### src/design/gtdd_pkg.sv
// Shared types and constants for the generation-tagged duplicate detector.
// No dependencies; used by gtdd_ctrl and generation_tagged_duplicate_detector_core.
package gtdd_pkg;

  // Fixed field widths of the stream ports
  localparam int ITEM_ID_W   = 16;
  localparam int IN_TDATA_W  = 16;
  localparam int IN_TUSER_W  = 1;
  localparam int OUT_TDATA_W = 8;

  // Control sequencer states
  typedef enum logic [2:0] {
    ST_CLEAR,   // sweep the tag store after reset
    ST_RUN,     // normal operation
    ST_DRAIN,   // generation wrapped: let the pipeline empty
    ST_WIPE,    // sweep the tag store after a wrap
    ST_REPLAY   // issue the parked item in generation 1
  } gtdd_state_t;

  // Controls from the sequencer to the datapath
  typedef struct packed {
    logic run;     // items may be taken
    logic wiping;  // store sweep writes zeros this cycle
    logic replay;  // load the parked item into the compare stage
    logic park;    // the item taken this cycle wraps the generation
  } gtdd_ctl_t;

endpackage

### src/design/gtdd_ctrl.sv
// Sequencer for the duplicate detector: generation register, store sweeps, wrap handling.
// Depends on gtdd_pkg.
module gtdd_ctrl #(
  parameter int ID_BITS  = 16,
  parameter int TAG_BITS = 8
) (
  input  logic                clk,
  input  logic                rst_n,
  input  logic                in_fire,
  input  logic                start_new_set,
  input  logic                s1_busy,
  output gtdd_pkg::gtdd_ctl_t ctl,
  output logic [ID_BITS-1:0]  wipe_addr,
  output logic [TAG_BITS-1:0] item_gen
);

  gtdd_pkg::gtdd_state_t state_r, state_nxt;
  logic [ID_BITS-1:0]    cnt_r, cnt_nxt;
  logic [TAG_BITS-1:0]   gen_r, gen_nxt;
  logic                  cnt_last;
  logic                  wrap;

  assign cnt_last = (cnt_r == '1);
  assign wrap     = in_fire && start_new_set && (gen_r == '1);

  // Next state
  always_comb begin
    state_nxt = state_r;
    case (state_r)
      gtdd_pkg::ST_CLEAR: begin
        if (cnt_last) state_nxt = gtdd_pkg::ST_RUN;
      end
      gtdd_pkg::ST_RUN: begin
        if (wrap) state_nxt = gtdd_pkg::ST_DRAIN;
      end
      gtdd_pkg::ST_DRAIN: begin
        if (!s1_busy) state_nxt = gtdd_pkg::ST_WIPE;
      end
      gtdd_pkg::ST_WIPE: begin
        if (cnt_last) state_nxt = gtdd_pkg::ST_REPLAY;
      end
      gtdd_pkg::ST_REPLAY: begin
        state_nxt = gtdd_pkg::ST_RUN;
      end
      default: begin
        state_nxt = gtdd_pkg::ST_CLEAR;
      end
    endcase
  end

  // Outputs per state
  always_comb begin
    ctl      = '0;
    item_gen = start_new_set ? (gen_r + TAG_BITS'(1)) : gen_r;
    case (state_r)
      gtdd_pkg::ST_CLEAR: begin
        ctl.wiping = 1'b1;
      end
      gtdd_pkg::ST_RUN: begin
        ctl.run  = 1'b1;
        ctl.park = wrap;
      end
      gtdd_pkg::ST_DRAIN: begin
        ctl.run = 1'b0;
      end
      gtdd_pkg::ST_WIPE: begin
        ctl.wiping = 1'b1;
      end
      gtdd_pkg::ST_REPLAY: begin
        ctl.replay = 1'b1;
        item_gen   = TAG_BITS'(1);
      end
      default: begin
        ctl = '0;
      end
    endcase
  end

  assign wipe_addr = cnt_r;

  // Advance sweep counter and generation
  always_comb begin
    cnt_nxt = ctl.wiping ? (cnt_r + ID_BITS'(1)) : '0;
    gen_nxt = gen_r;
    if (ctl.replay) begin
      gen_nxt = TAG_BITS'(1);
    end else if (in_fire && start_new_set && !wrap) begin
      gen_nxt = gen_r + TAG_BITS'(1);
    end
  end

  always_ff @(posedge clk) begin
    if (!rst_n) begin
      state_r <= gtdd_pkg::ST_CLEAR;
      cnt_r   <= '0;
      gen_r   <= '1;
    end else begin
      state_r <= state_nxt;
      cnt_r   <= cnt_nxt;
      gen_r   <= gen_nxt;
    end
  end

endmodule

### config.mk
export PLATFORM = sky130hd
export DESIGN_NAME = gtdd_ctrl
export DESIGN_NICKNAME = d
export VERILOG_FILES = /design/src/design/gtdd_pkg.sv /design/src/design/gtdd_ctrl.sv
export SDC_FILE = /design/constraint.sdc
export NUM_CORES = 1
export LEC_CHECK = 0
export BUFFER_PORTS_ARGS = -buffer_cell sky130_fd_sc_hd__buf_2
export CELL_PAD_IN_SITES_DETAIL_PLACEMENT = 0
export CELL_PAD_IN_SITES_GLOBAL_PLACEMENT = 1
export CORE_ASPECT_RATIO = 0.7
export CORE_MARGIN = 10
export CORE_UTILIZATION = 39
export DETAILED_ROUTE_END_ITERATION = 10
export PLACE_DENSITY = 0.8
export SETUP_SLACK_MARGIN = 0.2
export SLEW_MARGIN = 40
export SYNTH_ARGS = -nofsm -noshare
export SYNTH_HDL_FRONTEND = slang
export SYNTH_SLANG_ARGS = --single-unit
### constraint.sdc
create_clock -name clk -period 2.1 [get_ports clk]
set_input_delay 0.42 -clock clk [delete_from_list [all_inputs] [get_ports clk]]
set_output_delay 0.42 -clock clk [all_outputs]
set_load 0.02 [all_outputs]
==> qor.yml <==
port_buffers: 32
setup_violations: 0
avgRoutedWirePerCell_um: 15.1
drive_gt1_frac: 0.391
n_antenna_cell: 0
numCtsBuffers: 3
synthArstFlopShare: 0
worst_slack_ps: 162
status: "finished clean"
root_buffer: "clkbuf_8"
chipHeight_um: 71.7
vias_per_cell: 5.22
nFillCells: 354
core_um2: 3600
fin_area_um2: 1990
cellInternalPower_mw: 1.34
tns_ps: 0
final_nets: 238
drt_first_pass_iters: 4
ys_seq_elements: 27
dpl_cell_area_um2: 1690
power.switching_uw: 955
hold_violations: 0
grt_pass1_vias: 1479
p_per_area_nw_per_um2: 1160
period_needed_ps: 1940
final_cells: 280
grt_max_degree: 17
maxCapViolations: 0
synth_area_leader_cell: "dfxtp_1"
hp-class: "input pin to flip-flop"
synthTopCellsByArea: "dfxtp_1 36%, xnor2_1 10%, nor2_1 7.3%"
pre_cts_slack_ps: 174
cts_htree_levels: 1
irDropWorstVdd_mv: 0.980
ys_types: 40
rsz0062_at_grt: "true"
synth_warnings: 0
die_area_um2: 6720
timing.fmax_mhz: 516
seqPwrFrac: 0.287
cts.clk_slew.worst_paths_ps: 100
worst_setup_path_start_kind: "flip-flop"
antenna_found_initial: 0
syn_avg_cell_area_um2: 8.26
clkPwrFrac: 0.133
slew_headroom: 0.659
cp_max_fo: 4
numPlacedInstances: 259
ant_nets: 0
synth_edf_count: 0
pin_count: 33
die_width_um: 93.8
hpwl_mm: 2.75
num_rows: 18
path_class: "flip-flop to output port"
grt_first_pass_wirelength_mm: 6.79
drc: 0
synth_nets: 187
critPathRequiredTime_ps: 1680
wirelength_mm: 4.22
finClkSkew_ps: 7.74
grt-ovfl-total: 0
switching_share: 0.416
ys_seq_area_frac: 0.363
gp_congestion: 0.845
cts_tree: "done"
start_util: 0.413
synth.cell_area_um2: 1490
yosys_most_used_dff: "dfxtp_1"
leakagePower_nw: 0.835
vias: 1462
synth_top_area_frac: 0.363
clockBufferDepth: 2
slew_viol_final: 0
pwr-share-comb: 0.580
cp-end-kind: "output port"
tightest_slew_ps: 510
drt_iter0_markers: 86
post-route-period-util: 0.923
track_usage: 0.119
synthCells: 180
area_growth_pct: 33.6
critical_path_arrival_ps: 1520
clock_latency_ps: 280
cts.sinks: 27
==> cell usage after synthesis (2+ instances only) <==
cell type,n
mux2i_1,4
nor3_1,5
nand2_1,12
nor2b_1,2
buf_6,2
clkbuf_1,3
xnor2_1,17
xor2_1,4
or3_1,2
or3_4,2
nand3_2,2
nand3_1,10
o311ai_0,3
o21ai_0,10
nor4_1,4
ha_1,2
nor2_1,29
a21oi_1,5
nand4_1,6
and3_1,3
inv_1,8
dfxtp_1,27
==> what timing repair did <==
item | CTS | global route
pin swaps | 3 | 3
endpoints found under the setup margin | 9 | 9
setup buffers | 12 | 5
hold buffers | 0 | 0
resized for setup | 29 | 12
==> kinds of logic after synthesis <==
| family | after synthesis | share of synthesized area |
|---|---|---|
| AOI/OAI and AO/OA | 25 | 0.108 |
| adders and majority gates | 2 | 0.0168 |
| buffers and inverters | 15 | 0.0580 |
| and+or+nand+nor | 86 | 0.304 |
| DFF | 27 | 0.363 |
| muxes | 4 | 0.0269 |
| xor gates and xnor gates | 21 | 0.124 |
==> cells in the final DEF, fill, tap and decap left out, types with 2 or more instances in the layout <==
cell type,Yosys,routed
o21ai_0,10,10
nor3_2,1,3
clkbuf_8,1,3
xnor2_1,17,17
nand3_4,0,2
nor2b_1,2,2
inv_1,8,7
buf_2,0,29
nor2_1,29,29
mux2i_1,4,4
dfxtp_4,0,9
a21oi_2,0,2
or3_4,2,5
dfxtp_2,0,2
clkinvlp_4,0,2
and3_1,3,3
nand3_2,2,2
nand2_2,0,3
o311ai_0,3,3
dfxtp_1,27,16
nor4_1,4,4
xor2_1,4,4
nor3_1,5,3
nand4_1,6,6
nand3_1,10,8
nand2_1,12,9
a21oi_1,5,3
buf_4,0,23
==> through the flow <==
step                      total power [mW]  hold slack (ps)  utilization
after global routing                  2.43              427        0.552
after global placement                1.62              456        0.469
after floorplan                       1.36              514            -
after CTS                             2.15              412        0.530
after detailed placement              1.63              480        0.469
final                                 2.30              434        0.552
==> path summary, 6_finish.rpt <==
check,cells past startpoint,slack (ps),startpoint,end
worst max-delay path,5,160,gen_r[0]$_SDFFE_PP1N_,item_gen[6]
worst min-delay path,2,430,rst_n,gen_r[7]$_SDFFE_PN1P_
worst max register to register,5,420,wipe_addr[0]$_SDFF_PN0_,state_r[0]$_SDFFE_PN0P_
worst min register to register,1,500,wipe_addr[0]$_SDFF_PN0_,wipe_addr[0]$_SDFF_PN0_
==> state kept, by name (all words and copies together) (netlist names) <==
signal / cells
wipe_addr: 16
state_r: 3
gen_r: 8
==> final cells by class <==
class | count | area, um^2 | share of cell area
Timing Repair Buffer | 53 | 329 | 0.166
Clock buffer | 3 | 41.3 | 0.0208
Multi-Input combinational cell | 138 | 937 | 0.471
Inverter | 8 | 33.8 | 0.0170
Sequential cell | 27 | 577 | 0.290
Tap cell | 50 | 62.6 | 0.0315
Clock inverter | 1 | 7.51 | 0.00378
==> critical path, stage by stage (launching register included) <==
cell and delay, ps:
dfxtp_4 380, ha_4 170, nand2_2 80, or3_4 340, a21oi_2 130, buf_4 150
==> power groups by stage <==
stage | clock network [mW] | logic (mW) | registers, mW
floorplan | 0 | 0.740 | 0.623
finish | 0.305 | 1.33 | 0.659
global placement | 0 | 0.969 | 0.651
detailed placement | 0 | 0.973 | 0.652
global route | 0.331 | 1.43 | 0.669
CTS | 0.313 | 1.17 | 0.664
==> routing by layer <==
| metal | routed length, um | track usage | up-vias |
|---|---|---|---|
| li1 | - | - | 736 |
| met1 | 1900 | 0.146 | 688 |
| met2 | 2040 | 0.200 | 30 |
| met3 | 229 | 0.0395 | 8 |
| met4 | 53 | 0.0202 | 0 |
| met5 | 0 | 0 | - |
No activity file was read; power rests on OpenSTA's default activity.
